===== config.mk =====
export PLATFORM = sky130hd
export DESIGN_NAME = lru_key_value_cache_flat
export DESIGN_NICKNAME = d
export VERILOG_FILES = /design/src/design/lkvc_pkg.sv /design/src/design/lkvc_channels.sv /design/src/design/lkvc_cell.sv /design/src/design/lru_key_value_cache.sv /design/src/flat_wrapper.sv
export SDC_FILE = /design/constraint.sdc
export NUM_CORES = 2
export LEC_CHECK = 0
export ABC_AREA = 1
export BUFFER_PORTS_ARGS = -buffer_cell sky130_fd_sc_hd__buf_2
export CAP_MARGIN = 20
export CORE_MARGIN = 5
export CORE_UTILIZATION = 37
export DETAILED_ROUTE_END_ITERATION = 8
export GPL_ROUTABILITY_DRIVEN = 0
export PLACE_DENSITY = 0.55
export SYNTH_ARGS = -nofsm -noshare
export SYNTH_HDL_FRONTEND = slang
export SYNTH_SLANG_ARGS = --single-unit

===== constraint.sdc =====
create_clock -name clock -period 7.9 [get_ports clock]
set_input_delay 0.79 -clock clock [delete_from_list [all_inputs] [get_ports clock]]
set_output_delay 0.79 -clock clock [all_outputs]
set_load 0.03 [all_outputs]

===== src/design/lkvc_pkg.sv =====
// Shared constants, types and control structs of the LRU key-value cache.
package lkvc_pkg;

   localparam int ENTRIES   = 16;
   localparam int KEY_W     = 31;
   localparam int CAP_W     = 5;
   localparam int RANK_W    = (ENTRIES > 1) ? $clog2(ENTRIES) : 1;
   localparam int CNT_W     = $clog2(ENTRIES + 1);
   localparam int CMP_W     = (CNT_W > CAP_W) ? CNT_W : CAP_W;

   typedef logic [KEY_W-1:0]  key_type;
   typedef logic [RANK_W-1:0] rank_type;
   typedef logic [CNT_W-1:0]  count_type;
   typedef logic [CAP_W-1:0]  cap_type;
   typedef logic [CMP_W-1:0]  cmp_type;

   localparam cap_type   CAP_RESET  = 5'd16;
   localparam count_type COUNT_FULL = CNT_W'(ENTRIES);

   localparam logic OP_GET = 1'b0;
   localparam logic OP_PUT = 1'b1;

   typedef enum logic {
      ST_IDLE,
      ST_EXEC
   } state_type;

   // Broadcast from the controller to every cell.
   typedef struct packed {
      logic     capture;
      key_type  compare_key;
      logic     update;
      logic     sel_hit;
      logic     sel_victim;
      logic     sel_free;
      logic     write_data;
      logic     age_en;
      logic     age_all;
      rank_type age_limit;
      key_type  key;
      key_type  value;
   } cell_cmd_type;

   // Passed from each cell to the next one up the row.
   typedef struct packed {
      logic     found;
      logic     free_seen;
      rank_type rank;
      key_type  value;
   } cell_chain_type;

endpackage


===== src/design/lkvc_channels.sv =====
// Handshake channel interfaces for requests, responses and the capacity register.
interface lkvc_req_if;
   logic              valid;
   logic              ready;
   logic              op;
   lkvc_pkg::key_type lookup_key;
   lkvc_pkg::key_type store_value;

   modport source (output valid, output op, output lookup_key, output store_value,
                   input ready);
   modport sink   (input valid, input op, input lookup_key, input store_value,
                   output ready);
endinterface

interface lkvc_rsp_if;
   logic              valid;
   logic              ready;
   logic              hit;
   lkvc_pkg::key_type read_value;

   modport source (output valid, output hit, output read_value, input ready);
   modport sink   (input valid, input hit, input read_value, output ready);
endinterface

interface lkvc_csr_if;
   logic              valid;
   logic              ready;
   lkvc_pkg::cap_type capacity_in_use;

   modport source (output valid, output capacity_in_use, input ready);
   modport sink   (input valid, input capacity_in_use, output ready);
endinterface


===== src/design/lkvc_cell.sv =====
// One cache entry: key, value, recency rank and its link in the priority chain.
module lkvc_cell (
   input  logic                     clock,
   input  logic                     reset,
   input  lkvc_pkg::cell_cmd_type   cmd,
   input  lkvc_pkg::cell_chain_type chain_in,
   output lkvc_pkg::cell_chain_type chain_out,
   output logic                     valid
);
   import lkvc_pkg::*;

   logic     valid_ff, valid_in;
   logic     match_ff, match_in;
   rank_type rank_ff, rank_in;
   key_type  key_ff, key_in;
   key_type  value_ff, value_in;

   logic match_first;
   logic free_first;
   logic victim;
   logic is_target;
   logic age;

   always_comb begin
      match_first = match_ff & ~chain_in.found;
      free_first  = ~valid_ff & ~chain_in.free_seen;
      // Ranks of valid entries are distinct, so the oldest one is unique.
      victim      = valid_ff & (rank_ff == cmd.age_limit);
      is_target   = cmd.update & ((cmd.sel_hit & match_first) |
                                  (cmd.sel_victim & victim) |
                                  (cmd.sel_free & free_first));
      age         = cmd.update & cmd.age_en & valid_ff & ~is_target &
                    (cmd.age_all | (rank_ff < cmd.age_limit));

      chain_out.found     = chain_in.found | match_ff;
      chain_out.free_seen = chain_in.free_seen | ~valid_ff;
      chain_out.rank      = chain_in.rank | (match_first ? rank_ff : '0);
      chain_out.value     = chain_in.value | (match_first ? value_ff : '0);
   end

   always_comb begin
      valid_in = valid_ff | is_target;
      match_in = cmd.capture ? (valid_ff && (key_ff == cmd.compare_key)) : match_ff;
      if (is_target) begin
         rank_in = '0;
      end else if (age) begin
         rank_in = rank_type'(rank_ff + 1'b1);
      end else begin
         rank_in = rank_ff;
      end
      key_in   = (is_target && cmd.write_data) ? cmd.key : key_ff;
      value_in = (is_target && cmd.write_data) ? cmd.value : value_ff;
   end

   always_ff @(posedge clock) begin
      if (reset) begin
         valid_ff <= 1'b0;
         match_ff <= 1'b0;
      end else begin
         valid_ff <= valid_in;
         match_ff <= match_in;
      end
   end

   always_ff @(posedge clock) begin
      rank_ff  <= rank_in;
      key_ff   <= key_in;
      value_ff <= value_in;
   end

   assign valid = valid_ff;

endmodule


===== src/design/lru_key_value_cache.sv =====
// Steps: capture and key compare on accept, then chain and update; a get's response is registered
// from the update step and then waits. A new request is taken only once the last one is done.
// A get whose earlier response is still untaken holds in the update step until it drains.
// Reset clears all valid bits, the fill count and the response; capacity returns to 16.
// Keys, values and ranks are not reset and are only used while their entry is valid.
module lru_key_value_cache (
   input  logic      clock,
   input  logic      reset,
   lkvc_req_if.sink  req_chan,
   lkvc_rsp_if.source rsp_chan,
   lkvc_csr_if.sink  csr_chan
);
   import lkvc_pkg::*;

   state_type state_ff, state_in;
   logic      op_ff, op_in;
   key_type   key_ff, key_in;
   key_type   value_ff, value_in;
   count_type filled_ff, filled_in;
   cap_type   cap_ff, cap_in;
   logic      rsp_valid_ff, rsp_valid_in;
   logic      rsp_hit_ff, rsp_hit_in;
   key_type   rsp_value_ff, rsp_value_in;

   cell_cmd_type           cmd;
   cell_chain_type         chain [ENTRIES+1];
   logic [ENTRIES-1:0]     valid_vec;

   logic accept;
   logic stall;
   logic hit;
   logic full;
   logic do_update;
   logic load_rsp;

   assign chain[0] = '0;

   for (genvar i = 0; i < ENTRIES; i++) begin : g_cell
      lkvc_cell u_cell (
         .clock     (clock),
         .reset     (reset),
         .cmd       (cmd),
         .chain_in  (chain[i]),
         .chain_out (chain[i+1]),
         .valid     (valid_vec[i])
      );
   end

   assign accept = req_chan.valid & req_chan.ready;
   assign hit    = chain[ENTRIES].found;
   assign stall  = (op_ff == OP_GET) && rsp_valid_ff && !rsp_chan.ready;

   always_comb begin
      if (cap_ff == '0) begin
         full = (filled_ff != '0);
      end else begin
         full = (CMP_W'(filled_ff) >= CMP_W'(cap_ff));
      end
      // A capacity above the array size saturates at the array size.
      if (filled_ff == COUNT_FULL) begin
         full = 1'b1;
      end
   end

   // Next state.
   always_comb begin
      state_in = state_ff;
      unique case (state_ff)
         ST_IDLE: begin
            if (accept) begin
               state_in = ST_EXEC;
            end
         end
         ST_EXEC: begin
            if (!stall) begin
               state_in = ST_IDLE;
            end
         end
         default: state_in = ST_IDLE;
      endcase
   end

   // Outputs of the controller and the broadcast to the cells.
   always_comb begin
      req_chan.ready = 1'b0;
      do_update      = 1'b0;
      unique case (state_ff)
         ST_IDLE: req_chan.ready = 1'b1;
         ST_EXEC: do_update      = !stall;
         default: req_chan.ready = 1'b0;
      endcase

      cmd             = '0;
      cmd.capture     = accept;
      cmd.compare_key = req_chan.lookup_key;
      cmd.update      = do_update;
      cmd.key         = key_ff;
      cmd.value       = value_ff;
      if (hit) begin
         cmd.sel_hit    = 1'b1;
         cmd.write_data = (op_ff == OP_PUT);
         cmd.age_en     = 1'b1;
         cmd.age_limit  = chain[ENTRIES].rank;
      end else if (op_ff == OP_PUT) begin
         cmd.write_data = 1'b1;
         cmd.age_en     = 1'b1;
         if (full) begin
            // The oldest valid entry holds rank filled - 1; all others age.
            cmd.sel_victim = 1'b1;
            cmd.age_limit  = rank_type'(filled_ff - 1'b1);
         end else begin
            cmd.sel_free = 1'b1;
            cmd.age_all  = 1'b1;
         end
      end
   end

   always_comb begin
      op_in    = accept ? req_chan.op : op_ff;
      key_in   = accept ? req_chan.lookup_key : key_ff;
      value_in = accept ? req_chan.store_value : value_ff;

      filled_in = filled_ff;
      if (do_update && (op_ff == OP_PUT) && !hit && !full) begin
         filled_in = count_type'(filled_ff + 1'b1);
      end

      cap_in = (csr_chan.valid && csr_chan.ready) ? csr_chan.capacity_in_use : cap_ff;

      load_rsp     = do_update && (op_ff == OP_GET);
      rsp_valid_in = load_rsp ? 1'b1 : (rsp_chan.ready ? 1'b0 : rsp_valid_ff);
      rsp_hit_in   = load_rsp ? hit : rsp_hit_ff;
      rsp_value_in = load_rsp ? chain[ENTRIES].value : rsp_value_ff;
   end

   always_ff @(posedge clock) begin
      if (reset) begin
         state_ff     <= ST_IDLE;
         filled_ff    <= '0;
         cap_ff       <= CAP_RESET;
         rsp_valid_ff <= 1'b0;
      end else begin
         state_ff     <= state_in;
         filled_ff    <= filled_in;
         cap_ff       <= cap_in;
         rsp_valid_ff <= rsp_valid_in;
      end
   end

   always_ff @(posedge clock) begin
      op_ff        <= op_in;
      key_ff       <= key_in;
      value_ff     <= value_in;
      rsp_hit_ff   <= rsp_hit_in;
      rsp_value_ff <= rsp_value_in;
   end

   assign csr_chan.ready      = 1'b1;
   assign rsp_chan.valid      = rsp_valid_ff;
   assign rsp_chan.hit        = rsp_hit_ff;
   assign rsp_chan.read_value = rsp_value_ff;

`ifndef SYNTHESIS
   a_fill_matches_valid: assert property (@(posedge clock) disable iff (reset)
      $countones(valid_vec) == int'(filled_ff))
      else $error("fill count disagrees with the number of valid entries");

   a_accept_then_exec: assert property (@(posedge clock) disable iff (reset)
      accept |=> (state_ff == ST_EXEC))
      else $error("accepted request did not move to the update step");

   a_rsp_from_exec: assert property (@(posedge clock) disable iff (reset)
      $rose(rsp_valid_ff) |-> ($past(state_ff) == ST_EXEC) && ($past(op_ff) == OP_GET))
      else $error("response appeared without a get in the update step");

   a_hit_has_value_zero_on_miss: assert property (@(posedge clock) disable iff (reset)
      (rsp_valid_ff && !rsp_hit_ff) |-> (rsp_value_ff == '0))
      else $error("miss response carries a nonzero value");
`endif

endmodule


===== src/flat_wrapper.sv =====
// flat-port wrapper written by rule: the top's interface ports become plain ports
module lru_key_value_cache_flat import lkvc_pkg::*;
  (clock, reset, req_chan_valid, req_chan_op, req_chan_lookup_key, req_chan_store_value, req_chan_ready, rsp_chan_valid, rsp_chan_hit, rsp_chan_read_value, rsp_chan_ready, csr_chan_valid, csr_chan_capacity_in_use, csr_chan_ready);
  lkvc_req_if req_chan_i ();
  lkvc_rsp_if rsp_chan_i ();
  lkvc_csr_if csr_chan_i ();
  input  logic clock;
  input  logic reset;
  input wire logic [$bits(req_chan_i.valid)-1:0] req_chan_valid;
  input wire logic [$bits(req_chan_i.op)-1:0] req_chan_op;
  input wire logic [$bits(req_chan_i.lookup_key)-1:0] req_chan_lookup_key;
  input wire logic [$bits(req_chan_i.store_value)-1:0] req_chan_store_value;
  output wire logic [$bits(req_chan_i.ready)-1:0] req_chan_ready;
  output wire logic [$bits(rsp_chan_i.valid)-1:0] rsp_chan_valid;
  output wire logic [$bits(rsp_chan_i.hit)-1:0] rsp_chan_hit;
  output wire logic [$bits(rsp_chan_i.read_value)-1:0] rsp_chan_read_value;
  input wire logic [$bits(rsp_chan_i.ready)-1:0] rsp_chan_ready;
  input wire logic [$bits(csr_chan_i.valid)-1:0] csr_chan_valid;
  input wire logic [$bits(csr_chan_i.capacity_in_use)-1:0] csr_chan_capacity_in_use;
  output wire logic [$bits(csr_chan_i.ready)-1:0] csr_chan_ready;
  assign req_chan_i.valid = req_chan_valid;
  assign req_chan_i.op = req_chan_op;
  assign req_chan_i.lookup_key = req_chan_lookup_key;
  assign req_chan_i.store_value = req_chan_store_value;
  assign req_chan_ready = req_chan_i.ready;
  assign rsp_chan_valid = rsp_chan_i.valid;
  assign rsp_chan_hit = rsp_chan_i.hit;
  assign rsp_chan_read_value = rsp_chan_i.read_value;
  assign rsp_chan_i.ready = rsp_chan_ready;
  assign csr_chan_i.valid = csr_chan_valid;
  assign csr_chan_i.capacity_in_use = csr_chan_capacity_in_use;
  assign csr_chan_ready = csr_chan_i.ready;
  lru_key_value_cache u_core (.clock(clock), .reset(reset), .req_chan(req_chan_i), .rsp_chan(rsp_chan_i), .csr_chan(csr_chan_i));
endmodule

==> reports/qor.txt <==
PLACEMENT
------------------------------------------------------------------------------
Number of cells in the design after placement ...................         5692
Placement Setup Slack ...........................................      1.52 ns
IO Port Bufs ....................................................          106
Detailed-placement wirelength estimate ..........................     84300 um
Post-detailed-placement cell area ...............................  0.0524 mm^2

PWR
------------------------------------------------------------------------------
Worst IR Drop VDD ...............................................     0.147 mV
Power per unit of standard cell area ............................  238 mW/mm^2
Leakage power ...................................................      19.5 nW
Fraction of power consumed by combinational cells ...............         3.5%
Tot Pwr .........................................................      13.5 mW
Sw Share ........................................................        21.9%
Internal power contribution .....................................      10.5 mW
Switching power total ...........................................      2.95 mW
Portion of total power attributed to sequential cells ...........        52.6%
Proportion of power drawn by the clock network ..................        43.9%

SYNTHESIS
------------------------------------------------------------------------------
Netlist area before placement ...................................  0.0495 mm^2
Post-synth EDFFs ................................................         1087
Share of synthesized area occupied by flip-flops and latches ....        70.3%
Synthesized area divided by synthesized cell count ..............    12.7 um^2
Total nets after synthesis ......................................         4052
Async set-reset flop share out of synthesis .....................           0%
Number of register bits inferred by synthesis ...................         1195
Most common flop cell mapped by yosys ...........................     edfxtp_1
Yosys Warn Count ................................................            0
Number of distinct library cells after synthesis ................           47
Synthesized instance count ......................................         3892

SETUP PATH
------------------------------------------------------------------------------
Critical path required time .....................................      8.25 ns
Critical Path Fanout Max ........................................           62
Nature of the critical path endpoint ............................         flop
Worst EP arrival ................................................      6.71 ns
Worst Setup Start Kind ..........................................         flop
Start-to-end type of the worst setup path ....................... flop to flop

STA
------------------------------------------------------------------------------
Final total negative setup slack ................................         0 ns
Worst hold slack after final layout .............................     0.217 ns
Clock Skews .....................................................    0.0246 ns
Tightest slew margin relative to the limit ......................        24.9%
Part of the cycle the worst path needs ..........................        80.6%
Unrepaired setup endpoints after global routing .................        false
Final-report max-slew violation count ...........................            0
Count of endpoints failing hold in the final timing report ......            0
Tightest Pin Transition .........................................      1.12 ns
Final setup fails ...............................................            0
Post-layout min period ..........................................      6.36 ns
Peak Freq .......................................................      157 MHz
Worst Setup Slack, final ........................................      1.54 ns

ROUTING
------------------------------------------------------------------------------
DR pass1 iterations .............................................            5
Initial drt markers .............................................         2479
Count of antenna-violating nets left after detailed routing .....            0
Routed length per instance ......................................      22.3 um
Via-to-Cell Ratio ...............................................         5.06
DR vias .........................................................        30024
Count of unresolved DRC violations after routing ................            0
Total Wirelength ................................................    132000 um

GRT
------------------------------------------------------------------------------
All-Layer GR Usage ..............................................        18.5%
Global-route wire length before repair ..........................    194000 um
Via count of the first global-routing pass ......................        29069
Maximum number of pins on one net before global-route repair ....           63
Residual overflow from global routing ...........................            0
Antenna violations before repair ................................            5

CLOCKING
------------------------------------------------------------------------------
TritonCTS Buffers ...............................................          131
Buffers inserted during post-CTS setup optimization .............            0
Clk sink count ..................................................         1195
Clock Pin Slew Worst Setup and Hold Paths .......................      0.06 ns
Number of hold buffers added after CTS ..........................            0
Cell chosen for the clock root ..................................    clkbuf_16
Maximum buffer depth of the clock tree ..........................            3
CTS tree ........................................................          yes
Clock latency reported for the late side of the worst-skew pair .      0.75 ns
H-tree Lvls .....................................................            4
# resized after CTS .............................................            0

DIE
------------------------------------------------------------------------------
Vert. Die Dim ...................................................       376 um
Core Rows .......................................................          134
Total Die Area ..................................................   0.141 mm^2
Ports ...........................................................          108
Die width .......................................................       376 um
Floorplan core area .............................................   0.133 mm^2
Starting Density ................................................        37.2%

LAYOUT
------------------------------------------------------------------------------
Total of fill cells in the finished design ......................        12326
Post-layout util ................................................        42.4%
Post-layout nets ................................................         4218
Fraction of layout cells with a size suffix above 1 .............        12.2%
Non-filler instance count after layout ..........................         5929
Post-route cell area ............................................  0.0565 mm^2
Layout overhead on the synthesized area .........................        14.1%

OUTCOME
------------------------------------------------------------------------------
Outcome ......................................................... complete, no violations

JOB
------------------------------------------------------------------------------
Max cap viols ...................................................            0

MIN PATH
------------------------------------------------------------------------------
Path category of the worst min-delay check ...................... input port to flop

## routing by layer
layer,global-route usage (%),share of wire [%],vias to the layer above
li1,-,-,14123
met1,25.8,45,14909
met2,30.4,48,830
met3,3.01,5.2,158
met4,4.34,1.9,4
met5,0,0.019,-
## path summary, 6_finish.rpt
kind | from | to | slack (ns) | cells after the start
hold / removal | req_chan_store_value[4] | u_core.value_ff[4] | 0.22 | 1
hold reg to reg | u_core.g_cell[12].u_cell.match_ff | u_core.g_cell[12].u_cell.match_ff | 0.48 | 2
setup reg to reg | u_core.g_cell[0].u_cell.match_ff | u_core.g_cell[11].u_cell.key_ff[0] | 1.54 | 24
setup / recovery | u_core.g_cell[0].u_cell.match_ff | u_core.g_cell[11].u_cell.key_ff[0] | 1.54 | 24
## sequential cells by signal, indices dropped and copies added (netlist names)
register and count:
u_core.g_cell.u_cell.value_ff 496, u_core.g_cell.u_cell.match_ff 16, u_core.key_ff 31, u_core.g_cell.u_cell.valid 16
u_core.op_ff 1, u_core.rsp_chan.hit 1, u_core.filled_ff 5, u_core.rsp_chan.valid 1
u_core.g_cell.u_cell.key_ff 496, u_core.value_ff 31, u_core.cap_ff 5, u_core.state_ff 1
u_core.g_cell.u_cell.rank_ff 64, u_core.rsp_chan.read_value 31
## placed cells by master (no fill, tap or decap), types with 107 or more instances in the layout
master / Yosys / layout
a21oi_1: 150 / 150
buf_2: 20 / 108
clkbuf_16: 0 / 137
dfxtp_1: 108 / 107
edfxtp_1: 1087 / 1087
inv_1: 199 / 197
nand2_1: 718 / 718
nand3_1: 281 / 281
nand4_1: 128 / 128
nor2_1: 245 / 225
xnor2_1: 294 / 294
## power groups by stage
stage	registers, mW	logic [mW]	clock network, mW
after floorplan	7.16	0.312	0
after global placement	7.22	0.473	0
after detailed placement	7.22	0.478	0
after CTS	7.09	0.480	6.06
after global routing	7.10	0.525	6.31
final	7.09	0.476	5.91
## cell families after synthesis
family / count (synthesis) / synth area share, %
AO/OA/AOI/OAI: 251 / 2.94
AND/OR/NAND/NOR: 1616 / 14.9
buffers and inverters: 354 / 2.77
flip-flops: 1195 / 70.3
XOR/XNOR: 387 / 6.84
adder cells (fa/ha/maj): 87 / 2.20
other: 1 / 0.00757
multiplexers: 1 / 0.0227
## critical path, cell delays in order (launching register included)
cell and delay [ns]:
dfxtp_2 0.87, inv_1 0.22, nand2_1 0.21, inv_1 0.06, buf_4 0.26, nand2_1 0.11, o221ai_1 0.11, nor3_1 0.27
o2111ai_1 0.16, a21oi_1 0.25, nand3_1 0.14, nor2_1 0.10, nand3_1 0.08, nor2_1 0.08, nand3_1 0.73, ha_1 0.62
nand3_1 0.06, nor3_1 0.14, nand3_1 0.09, nand2_1 0.10, nand2_1 0.06, nand2_1 0.16, inv_1 0.11, nor2_4 0.08
buf_4 0.82
## cells in the mapped netlist (7+ instances only)
library cell / instances / area [um^2]
dfxtp_1: 108 / 2160
nor2_4: 7 / 78.8
nor2_1: 245 / 920
edfxtp_1: 1087 / 32600
inv_1: 199 / 747
clkbuf_1: 86 / 323
nand4_1: 128 / 801
o211ai_1: 20 / 150
a221oi_1: 20 / 175
buf_1: 21 / 78.8
o2111ai_1: 9 / 78.8
nand2_1: 718 / 2700
a21oi_1: 150 / 751
o21ai_0: 34 / 170
ha_1: 87 / 1090
inv_2: 22 / 82.6
buf_2: 20 / 100
xor2_1: 93 / 815
xnor2_1: 294 / 2570
nand3_1: 281 / 1410
and3_1: 15 / 93.8
nor3_1: 56 / 280
nor4_1: 46 / 288
or2_2: 91 / 569
## final cells by class
cell class	count	area (um^2)	area share, %
sequential	1195	34800	61.6
multi-input combinational	2343	13500	23.9
clock buffer	164	3540	6.26
tap	1768	2210	3.91
timing repair buffer	163	1010	1.79
inverter	224	841	1.49
clock inverter	71	593	1.05
antenna	1	2.50	0.00443
Power figures use the tool's default switching activity.
